<file path="src/hdl/phad_pkg.sv">
`timescale 1ns / 1ps
// Package for the prefixed hex address decoder.
// Holds the status and kind codes, prefix characters, sizes and the digit decode.
// No dependencies.

package phad_pkg;

	// Identifier size and text layout
	localparam int ID_BYTES = 32;
	localparam int ID_BITS  = 8 * ID_BYTES;
	localparam int COUNT_W  = 7;

	localparam logic [COUNT_W-1:0] COUNT_MAX = 7'd127;
	localparam logic [COUNT_W-1:0] DIGITS    = 7'(2 * ID_BYTES);
	// digits start after "stn0_" or after "stnc0_" / "stnw0_"
	localparam logic [COUNT_W-1:0] OFF_SHORT = 7'd5;
	localparam logic [COUNT_W-1:0] OFF_LONG  = 7'd6;

	// Result status
	typedef enum logic [1:0] {
		STATUS_OK     = 2'd0,
		STATUS_LENGTH = 2'd1,
		STATUS_PREFIX = 2'd2,
		STATUS_DIGIT  = 2'd3
	} status_t;

	// Address kind, picked by the fourth character
	typedef enum logic [1:0] {
		KIND_IDENTITY = 2'd0,
		KIND_CONTRACT = 2'd1,
		KIND_WALLET   = 2'd2
	} kind_t;

	// Prefix characters
	localparam logic [7:0] CH_S     = "s";
	localparam logic [7:0] CH_T     = "t";
	localparam logic [7:0] CH_N     = "n";
	localparam logic [7:0] CH_ZERO  = "0";
	localparam logic [7:0] CH_NINE  = "9";
	localparam logic [7:0] CH_C     = "c";
	localparam logic [7:0] CH_W     = "w";
	localparam logic [7:0] CH_A     = "a";
	localparam logic [7:0] CH_F     = "f";
	localparam logic [7:0] CH_UNDER = "_";

	// Expected character at one of the three leading positions
	function automatic logic [7:0] lead_char(input logic [1:0] pos);
		logic [7:0] ch;
		case (pos)
			2'd0:    ch = CH_S;
			2'd1:    ch = CH_T;
			default: ch = CH_N;
		endcase
		return ch;
	endfunction

	// Lower-case hex digit decode: {valid, nibble}
	function automatic logic [4:0] hex_decode(input logic [7:0] ch);
		logic [7:0] diff;
		logic [4:0] res;
		res = 5'd0;
		if (ch >= CH_ZERO && ch <= CH_NINE) begin
			diff = ch - CH_ZERO;
			res  = {1'b1, diff[3:0]};
		end else if (ch >= CH_A && ch <= CH_F) begin
			diff = ch - CH_A + 8'd10;
			res  = {1'b1, diff[3:0]};
		end
		return res;
	endfunction

endpackage

</file>
<file path="src/hdl/prefixed_hex_address_decoder.sv">
`timescale 1ns / 1ps
// Top level of the prefixed hex address decoder.
// Depends on phad_pkg for codes, constants and the hex digit decode.

// Prefixed hex address decoder
//
// Input channel: one text character per word (char_code, is_final), taken at
// a rising edge with char_valid high and char_stall low. is_final marks the
// last character of an address text.
// Output channel: one result word per text (status, addr_kind, id_word0..3),
// taken at a rising edge with result_valid high and result_stall low.
// Identifier words and kind are zero unless status is ok.
//
// Throughput: one character per cycle, sustained, as long as the receiver
// keeps up. A final character passes through the input register, then the
// result register, before its result is valid.
// The character path is a single short stage: prefix compare, nibble
// decode and a byte shift into the 256-bit identifier register.
//
// Reset (arst_n low) clears the character count, prefix and error flags
// and both valid registers; the identifier register is not cleared.
// When the receiver stalls a held result, non-final characters keep
// flowing; a second final character waits in the input register and
// char_stall rises until the result slot frees up.

module prefixed_hex_address_decoder (
	input  logic        clk,
	input  logic        arst_n,
	input  logic        char_valid,
	output logic        char_stall,
	input  logic [7:0]  char_code,
	input  logic        is_final,
	output logic        result_valid,
	input  logic        result_stall,
	output logic [1:0]  status,
	output logic [1:0]  addr_kind,
	output logic [63:0] id_word0,
	output logic [63:0] id_word1,
	output logic [63:0] id_word2,
	output logic [63:0] id_word3
);

	localparam int CW = phad_pkg::COUNT_W;
	localparam int IB = phad_pkg::ID_BITS;

	// Input register
	logic         valid_s1;
	logic [7:0]   char_s1;
	logic         final_s1;

	// Per-text state
	logic [CW-1:0]   count_q;
	phad_pkg::kind_t kind_q;
	logic            pbad_q;
	logic            dbad_q;
	logic [3:0]      pend_q;
	logic [IB-1:0]   store_q;

	// Result register
	logic              res_valid_q;
	phad_pkg::status_t status_q;
	logic [1:0]        kind_out_q;
	logic [63:0]       word0_q, word1_q, word2_q, word3_q;

	// Next-state values
	phad_pkg::kind_t   kind_n;
	logic              pbad_n, dbad_n;
	logic [3:0]        pend_n;
	logic [3:0]        nib;
	logic [4:0]        hex;
	logic              byte_we;
	logic [7:0]        byte_val;
	logic [CW-1:0]     off, off_n, dpos;
	logic [IB-1:0]     store_n;
	phad_pkg::status_t status_n;
	logic              advance;
	logic              accept;

	// Handshake: a final word moves on only when the result slot is free
	assign advance    = valid_s1 && (!final_s1 || !res_valid_q || !result_stall);
	assign char_stall = valid_s1 && !advance;
	assign accept     = char_valid && !char_stall;

	// Character step
	always_comb begin
		kind_n   = kind_q;
		pbad_n   = pbad_q;
		dbad_n   = dbad_q;
		pend_n   = pend_q;
		byte_we  = 1'b0;
		hex      = phad_pkg::hex_decode(char_s1);
		nib      = hex[4] ? hex[3:0] : 4'd0;
		byte_val = {pend_q, nib};
		off      = (kind_q == phad_pkg::KIND_IDENTITY) ? phad_pkg::OFF_SHORT
		                                               : phad_pkg::OFF_LONG;
		dpos     = count_q - off;
		if (count_q != phad_pkg::COUNT_MAX) begin
			if (count_q <= 7'd2) begin
				if (char_s1 != phad_pkg::lead_char(count_q[1:0])) pbad_n = 1'b1;
			end else if (count_q == 7'd3) begin
				case (char_s1)
					phad_pkg::CH_ZERO: kind_n = phad_pkg::KIND_IDENTITY;
					phad_pkg::CH_C:    kind_n = phad_pkg::KIND_CONTRACT;
					phad_pkg::CH_W:    kind_n = phad_pkg::KIND_WALLET;
					default:           pbad_n = 1'b1;
				endcase
			end else if (!pbad_q) begin
				if (count_q == 7'd4) begin
					if (char_s1 != ((kind_q == phad_pkg::KIND_IDENTITY) ?
					                phad_pkg::CH_UNDER : phad_pkg::CH_ZERO))
						pbad_n = 1'b1;
				end else if (count_q == 7'd5 && kind_q != phad_pkg::KIND_IDENTITY) begin
					if (char_s1 != phad_pkg::CH_UNDER) pbad_n = 1'b1;
				end else if (count_q >= off && count_q < off + phad_pkg::DIGITS) begin
					if (!hex[4]) dbad_n = 1'b1;
					if (!dpos[0]) begin
						pend_n = nib;
					end else begin
						byte_we = 1'b1;
					end
				end
			end
		end
		// bytes arrive in order, so on success the last 32 shifted in are the identifier
		store_n = byte_we ? {store_q[IB-9:0], byte_val} : store_q;
	end

	// Status on the final character, from the updated flags
	always_comb begin
		off_n = (kind_n == phad_pkg::KIND_IDENTITY) ? phad_pkg::OFF_SHORT
		                                            : phad_pkg::OFF_LONG;
		if (count_q != phad_pkg::OFF_SHORT + phad_pkg::DIGITS - 7'd1 &&
		    count_q != phad_pkg::OFF_LONG + phad_pkg::DIGITS - 7'd1) begin
			status_n = phad_pkg::STATUS_LENGTH;
		end else if (pbad_n) begin
			status_n = phad_pkg::STATUS_PREFIX;
		end else if (count_q != off_n + phad_pkg::DIGITS - 7'd1) begin
			status_n = phad_pkg::STATUS_LENGTH;
		end else if (dbad_n) begin
			status_n = phad_pkg::STATUS_DIGIT;
		end else begin
			status_n = phad_pkg::STATUS_OK;
		end
	end

	// Input register
	always_ff @(posedge clk or negedge arst_n) begin
		if (!arst_n) begin
			valid_s1 <= 1'b0;
		end else if (accept) begin
			valid_s1 <= 1'b1;
		end else if (advance) begin
			valid_s1 <= 1'b0;
		end
	end

	always_ff @(posedge clk) begin
		if (accept) begin
			char_s1  <= char_code;
			final_s1 <= is_final;
		end
	end

	// Per-text state; cleared after each final character
	always_ff @(posedge clk or negedge arst_n) begin
		if (!arst_n) begin
			count_q <= '0;
			kind_q  <= phad_pkg::KIND_IDENTITY;
			pbad_q  <= 1'b0;
			dbad_q  <= 1'b0;
			pend_q  <= 4'd0;
		end else if (advance) begin
			if (final_s1) begin
				count_q <= '0;
				kind_q  <= phad_pkg::KIND_IDENTITY;
				pbad_q  <= 1'b0;
				dbad_q  <= 1'b0;
				pend_q  <= 4'd0;
			end else begin
				count_q <= count_q + CW'(count_q != phad_pkg::COUNT_MAX);
				kind_q  <= kind_n;
				pbad_q  <= pbad_n;
				dbad_q  <= dbad_n;
				pend_q  <= pend_n;
			end
		end
	end

	// Identifier shift register
	always_ff @(posedge clk) begin
		if (advance) store_q <= store_n;
	end

	// Result register
	always_ff @(posedge clk or negedge arst_n) begin
		if (!arst_n) begin
			res_valid_q <= 1'b0;
		end else if (advance && final_s1) begin
			res_valid_q <= 1'b1;
		end else if (!result_stall) begin
			res_valid_q <= 1'b0;
		end
	end

	always_ff @(posedge clk) begin
		if (advance && final_s1) begin
			status_q <= status_n;
			if (status_n == phad_pkg::STATUS_OK) begin
				kind_out_q <= kind_n;
				word0_q    <= store_n[IB-1     -: 64];
				word1_q    <= store_n[IB-1-64  -: 64];
				word2_q    <= store_n[IB-1-128 -: 64];
				word3_q    <= store_n[IB-1-192 -: 64];
			end else begin
				kind_out_q <= phad_pkg::KIND_IDENTITY;
				word0_q    <= 64'd0;
				word1_q    <= 64'd0;
				word2_q    <= 64'd0;
				word3_q    <= 64'd0;
			end
		end
	end

	assign result_valid = res_valid_q;
	assign status       = status_q;
	assign addr_kind    = kind_out_q;
	assign id_word0     = word0_q;
	assign id_word1     = word1_q;
	assign id_word2     = word2_q;
	assign id_word3     = word3_q;

endmodule
</file>
<file path="config.mk">
export PLATFORM = sky130hd
export DESIGN_NAME = prefixed_hex_address_decoder
export DESIGN_NICKNAME = d
export VERILOG_FILES = /design/src/hdl/phad_pkg.sv /design/src/hdl/prefixed_hex_address_decoder.sv
export SDC_FILE = /design/constraint.sdc
export NUM_CORES = 1
export LEC_CHECK = 0
export BUFFER_PORTS_ARGS = -buffer_cell sky130_fd_sc_hd__buf_2
export CAP_MARGIN = 20
export CELL_PAD_IN_SITES_DETAIL_PLACEMENT = 2
export CELL_PAD_IN_SITES_GLOBAL_PLACEMENT = 2
export CORE_AREA = 2 2 235 237
export CTS_CLUSTER_DIAMETER = 200
export DETAILED_ROUTE_END_ITERATION = 7
export DIE_AREA = 0 0 237 239
export HOLD_SLACK_MARGIN = 0.02
export PLACE_DENSITY = 0.8
export SLEW_MARGIN = 10
export SYNTH_ARGS = -nofsm -noshare
export SYNTH_HDL_FRONTEND = slang
export SYNTH_SLANG_ARGS = --single-unit
</file>
<file path="constraint.sdc">
create_clock -name clk -period 14.9 [get_ports clk]
set_input_delay 1.49 -clock clk [delete_from_list [all_inputs] [get_ports clk]]
set_output_delay 1.49 -clock clk [all_outputs]
set_load 0.005 [all_outputs]
</file>
==> results.ini, run 1 <==
[clock_network]
insertion_delay_ns = 0.61
cts.sinks = 542
clock_path_buffers = 3
cts_tree = yes
htree_levels = 2
cts_hold_buffers = 0
cts_root_buf = clkbuf_16
cts_inserted_buffers = 58
clk_pin_slew_ns = 0.06
cts_resized = 0
post_cts_buffers = 0

[timing]
max_freq_ghz = 0.214
finClkSkew_ns = 0.0175
maxSlewViolCount = 0
rsz0062_at_grt = no
hold_viol_final = 0
period_minus_slack_ns = 4.68
maxSlewHeadroom = 0.233
fin_crit_sh = 0.314
tns_ns = 0
finalSetupViolCount = 0
tightest_slew_ns = 1.15
hold_slack_ns = 0.503

[power]
clkPwrFrac = 0.417
p_comb_frac = 0.051
p_seq_frac = 0.533
totalPowerFinal_mw = 3.29
power.leakage_nw = 8.36
p_per_area_nw_per_um2 = 121
p_sw_frac = 0.227
ir_drop_mv = 0.104
internal-power_mw = 2.55
p_sw_mw = 0.747

[global_routing]
grt_max_degree = 153
antenna_found_initial = 0
grt_pass1_wl_um = 91000
globalRouteOverflowTotal = 0
grt_use_total = 0.212
first_global_vias = 14000

[job]
maxCapViolations = 0

[placement]
dpl.hpwl_um = 38400
gp_routability_congestion = 0.806
dp_cells = 2200
io_buffer_count = 274

[logic_synthesis]
seq_area_frac_synth = 0.686
synth_top_cell_by_area = edfxtp_1
syn_inst = 1300
async_flop_share = 0.0314
synth.distinct_cells = 58
syn-cell-area_um2 = 23600
synth_edf_count = 525
syn-num-nets = 1319
synthFlopType = edfxtp_1
ys_seq_elements = 542
synth_area_leaders = edfxtp_1 (67%), mux2_2 (12%), nor3b_2 (11%)
syn-mean-instance-area_um2 = 18.1
synth_top_area_frac = 0.668
yosysWarnings = 0

[final_layout]
num_antenna_cells = 0
multi_input_area_um2 = 6760
n_fill_cell = 4777
stdcell_count = 2309
final_common_cell = edfxtp_1
area_growth_pct = 15.5
drive_gt1_frac = 0.525
seq_area_um2 = 16200
nNetsFinal = 1578
most-common-layout-cells = edfxtp_1 (525), buf_2 (274), mux2_2 (252)

[critical_path]
critPathKind = reg2reg
crit_family = buffers and inverters
arrival_ns = 4.96
cp-end-kind = flip-flop
cp.buffers_inverters = 3
worstPathMaxFanout = 152
required_ns = 15.18
ff2ff_setup_slack_ns = 10.22
crit_path_cell_trace = inv_1 > ha_1 > or3b_2 > and4_1 > or2_2 > o21bai_1 > a311o_2 > buf_4 > buf_12 > nor3b_1
crit_path_start_kind = flip-flop
slowest_delay_ns = 0.76
cp_slowest_cell = buf_4

[floorplanning]
row_count = 86
core_region_area_um2 = 54300
die_h_um = 239
die-area_um2 = 56600
die_w_um = 237
num_io_pins = 275
start_util = 0.434

[route]
wirelength_um = 60000
first_pass_iters = 5
vias_per_cell = 5.40
first_iter_violations = 702
wl_per_cell_um = 26.0
num_vias = 12500
antenna_left = 0
drc = 0

[outcome]
outcome = finished, final reports clean

[hold_path]
min_path_type = reg2reg

cell usage after synthesis, types with 2 or more instances:
cell and n:
xor2_1 2, buf_2 38, ha_1 6, nand4b_1 2, o22ai_1 2, o2bb2ai_1 4, or4_1 2, nor3_1 7
dfrtp_1 17, nand2_1 19, nand3_1 4, or3b_2 2, nor3b_2 208, a22oi_1 2, buf_8 2, nor2_1 17
or2_2 2, nor2b_1 2, mux2_2 252, nor3b_1 48, inv_1 12, nand3b_1 3, nand4_1 5, o21ai_0 12
edfxtp_1 525, o21bai_1 2, a21oi_1 8, and2_1 2, or3_1 2, nor4_1 2, o31ai_1 3, mux2i_1 4
buf_6 24, a31oi_1 6, clkbuf_1 29
worst paths after layout:
| check | from | to | depth (start not counted) |
|---|---|---|---|
| hold reg to reg | pend_q[3] | pend_q[3] | 1 |
| setup reg to reg | char_s1[1] | id_word3[34] | 10 |
| setup / recovery | char_s1[1] | id_word3[34] | 10 |
| min in group asynchronous | arst_n | pend_q[2] | 1 |
| hold / removal | pend_q[3] | pend_q[3] | 1 |
| max in group asynchronous | arst_n | count_q[5] | 1 |
layout make-up:
type | count | share of cell area
Multi-Input combinational cell | 652 | 0.248
Timing Repair Buffer | 293 | 0.0581
Clock buffer | 75 | 0.0578
Tap cell | 704 | 0.0323
Inverter | 12 | 0.00220
Clock inverter | 31 | 0.00739
Sequential cell | 542 | 0.594
power by group through the flow:
stage | clock network, mW | registers (mW) | logic (mW)
2_1_floorplan | 0 | 1.79 | 0.0994
3_3_place_gp | 0 | 1.78 | 0.157
3_5_place_dp | 0 | 1.79 | 0.168
4_1_cts | 1.41 | 1.76 | 0.169
5_1_grt | 1.46 | 1.76 | 0.183
6_report | 1.37 | 1.75 | 0.166
kinds of logic (layout without fill, tap and decap cells):
family,Yosys count,count (layout),share of synthesized area
muxes,256,256,0.122
AOI/OAI and AO/OA,52,52,0.0162
DFF,542,542,0.686
adders and majority gates,6,6,0.00318
buffers and inverters,106,411,0.0275
and+or+nand+nor,335,335,0.144
xor gates and xnor gates,3,3,0.00111
through the flow:
step / area [um2] / setup slack (ns) / utilization
after detailed placement: 25400 / 9.53 / 0.468
after global routing: 27300 / 10.0 / 0.502
after floorplan: 23600 / 1.62 / -
after global placement: 25400 / 9.69 / 0.467
final: 27300 / 10.22 / 0.502
after CTS: 27200 / 10.13 / 0.500
registers in the layout (all words and copies together), names as in the netlist, 2 cells and up:
name,count
store_q,256
id_word0,64
id_word1,64
id_word2,64
id_word3,64
char_s1,8
count_q,7
pend_q,4
addr_kind,2
kind_q,2
status,2
per-layer routing:
layer | global-route usage | vias to the layer above | share of wire | routed length [um]
li1 | - | 5580 | - | -
met1 | 0.263 | 6520 | 0.41 | 24600
met2 | 0.377 | 281 | 0.52 | 31300
met3 | 0.0385 | 82 | 0.044 | 2620
met4 | 0.0616 | 0 | 0.024 | 1440
met5 | 0 | - | 0 | 0
worst reg2reg max path: stages (launching register included):
cell	delay, ns
edfxtp_1	0.56
inv_1	0.17
ha_1	0.24
or3b_2	0.44
and4_1	0.24
or2_2	0.35
o21bai_1	0.20
a311o_2	0.15
buf_4	0.76
buf_12	0.79
nor3b_1	0.47
No activity file was read; power rests on OpenSTA's default activity.
==> run 2, diff against run 1 <==
==> constraint.sdc (replaced) <==
create_clock -name clk -period 4.6 [get_ports clk]
set_input_delay 0.46 -clock clk [delete_from_list [all_inputs] [get_ports clk]]
set_output_delay 0.46 -clock clk [all_outputs]
set_load 0.005 [all_outputs]
==> results.ini, run 2 (synthesis results as in run 1) <==
[final_layout]
nNetsFinal = 1591  ; was 1,578
drive_gt1_frac = 0.521  ; was 0.525
largest_reg_flops = 256  ; unchanged
area_growth_pct = 16.3  ; was 15.5%
largest-register = store_q  ; unchanged
final_common_cell = edfxtp_1  ; unchanged
most-common-layout-cells = edfxtp_1 (525), buf_2 (274), mux2_2 (252)  ; unchanged
num_antenna_cells = 0  ; unchanged

[critical_path]
critPathKind = reg2reg  ; unchanged
cp-end-kind = flip-flop  ; unchanged
reg2reg_from = char_s1[0]  ; was char_s1[1]
crit_path_start_kind = flip-flop  ; unchanged
arrival_ns = 3.99  ; was 4.96 ns
ff2ff_setup_slack_ns = 0.93  ; was 10.22 ns
worstPathMaxFanout = 33  ; was 152
reg2reg_depth = 9  ; was 10
reg2reg_to = id_word2[46]  ; was id_word3[34]
required_ns = 4.92  ; was 15.18 ns

[floorplanning]
die_w_um = 237  ; unchanged
die_h_um = 239  ; unchanged
die-area_um2 = 56600  ; unchanged
core_region_area_um2 = 54300  ; unchanged
num_io_pins = 275  ; unchanged
start_util = 0.434  ; unchanged
row_count = 86  ; unchanged

[timing]
finClkSkew_ns = 0.0230  ; was 0.0175 ns
tns_ns = 0  ; unchanged
hold_viol_final = 0  ; unchanged
tightest_slew_ns = 0.966  ; was 1.15 ns
finalSetupViolCount = 0  ; unchanged
fin_crit_sh = 0.798  ; was 0.314
period_minus_slack_ns = 3.67  ; was 4.68 ns
maxSlewViolCount = 0  ; unchanged
max_freq_ghz = 0.272  ; was 0.214 GHz
rsz0062_at_grt = no  ; unchanged
maxSlewHeadroom = 0.356  ; was 0.233

[route]
wl_per_cell_um = 25.1  ; was 26.0 um
first_iter_violations = 692  ; was 702
vias_per_cell = 5.38  ; was 5.40
num_vias = 12500  ; about the same
wirelength_um = 58300  ; was 60,000 um
antenna_left = 0  ; unchanged
drc = 0  ; unchanged
first_pass_iters = 5  ; unchanged

[clock_network]
clk_pin_slew_ns = 0.06  ; about the same
cts_inserted_buffers = 58  ; unchanged
cts_tree = yes  ; unchanged
clock_path_buffers = 3  ; unchanged
cts_hold_buffers = 8  ; was 0
cts_root_buf = clkbuf_16  ; unchanged
htree_levels = 2  ; unchanged
cts_resized = 0  ; unchanged
insertion_delay_ns = 0.61  ; about the same
post_cts_buffers = 0  ; unchanged
cts.sinks = 542  ; unchanged

[global_routing]
grt_pass1_wl_um = 89300  ; was 91,000 um
globalRouteOverflowTotal = 0  ; unchanged
grt_max_degree = 148  ; was 153
antenna_found_initial = 0  ; unchanged
grt_use_total = 0.206  ; was 0.212
first_global_vias = 13900  ; was 14,000

[job]
maxCapViolations = 0  ; unchanged

[hold_path]
holdPathStages = 1  ; unchanged
worstHoldStart = char_code[1]  ; was pend_q[3]
min_to = char_s1[1]  ; was pend_q[3]
min_path_type = in2reg  ; was reg2reg

[power]
p_per_area_nw_per_um2 = 387  ; was 121 nW/um2
power.leakage_nw = 8.30  ; was 8.36 nW
totalPowerFinal_mw = 10.6  ; was 3.29 mW
ir_drop_mv = 0.271  ; was 0.104 mV

[placement]
dpl.hpwl_um = 37400  ; was 38,400 um
gp_routability_congestion = 0.777  ; was 0.806
io_buffer_count = 274  ; unchanged

[outcome]
outcome = finished, final reports clean  ; unchanged

-- run 2: stage by stage --
step	hold slack, ns	utilization	instance area, um2	setup WS (ns)	cells
after floorplan	0.164	-	23600	-4.64	1300
after global placement	0.443	0.471	25600	1.03	2208
after detailed placement	0.446	0.471	25600	0.963	2208
after CTS	0.0208	0.505	27400	0.933	2323
after global routing	0.0361	0.505	27400	0.749	2323
final	0.0591	0.505	27400	0.929	2323
-- run 2: power breakdown --
part           switching [mW]  internal (mW)  total, mW
sequential              0.109           5.59       5.70
combinational           0.399          0.175      0.574
clock                    1.87           2.49       4.36
-- run 2: final cells by class --
cell class                      instances  area, um2
Clock buffer                           89       1640
Inverter                               12       52.6
Clock inverter                         18        108
Sequential cell                       542      16200
Multi-Input combinational cell        652       6780
Timing Repair Buffer                  306       1780
Fill cell                            4860      26900
Tap cell                              704        881
-- run 2: worst max-delay path by stage --
stage,startpoint,end,cells after the start
after floorplan,result_stall,addr_kind[0],5
after global placement,char_s1[0],id_word2[32],9
after detailed placement,char_s1[0],id_word0[1],8
after CTS,char_s1[0],id_word3[24],9
after global routing,char_s1[0],id_word3[24],9
final,char_s1[0],id_word2[46],9
-- run 2: layer usage --
layer / track usage / wire length, um / up-vias
met5: 0 / 0 / -
met4: 0.0618 / 1370 / 0
met3: 0.0413 / 3000 / 85
met2: 0.359 / 30100 / 283
met1: 0.261 / 23900 / 6525
li1: - / - / 5602
-- run 2: worst max-delay path: stages, from the launching register on --
cell and delay, ns:
edfxtp_1 0.55, inv_1 0.18, ha_1 0.15, or3b_2 0.46, or2_2 0.31, a31oi_1 0.46, a311o_2 0.58, buf_12 0.25
buf_12 0.27, nor3b_2 0.09
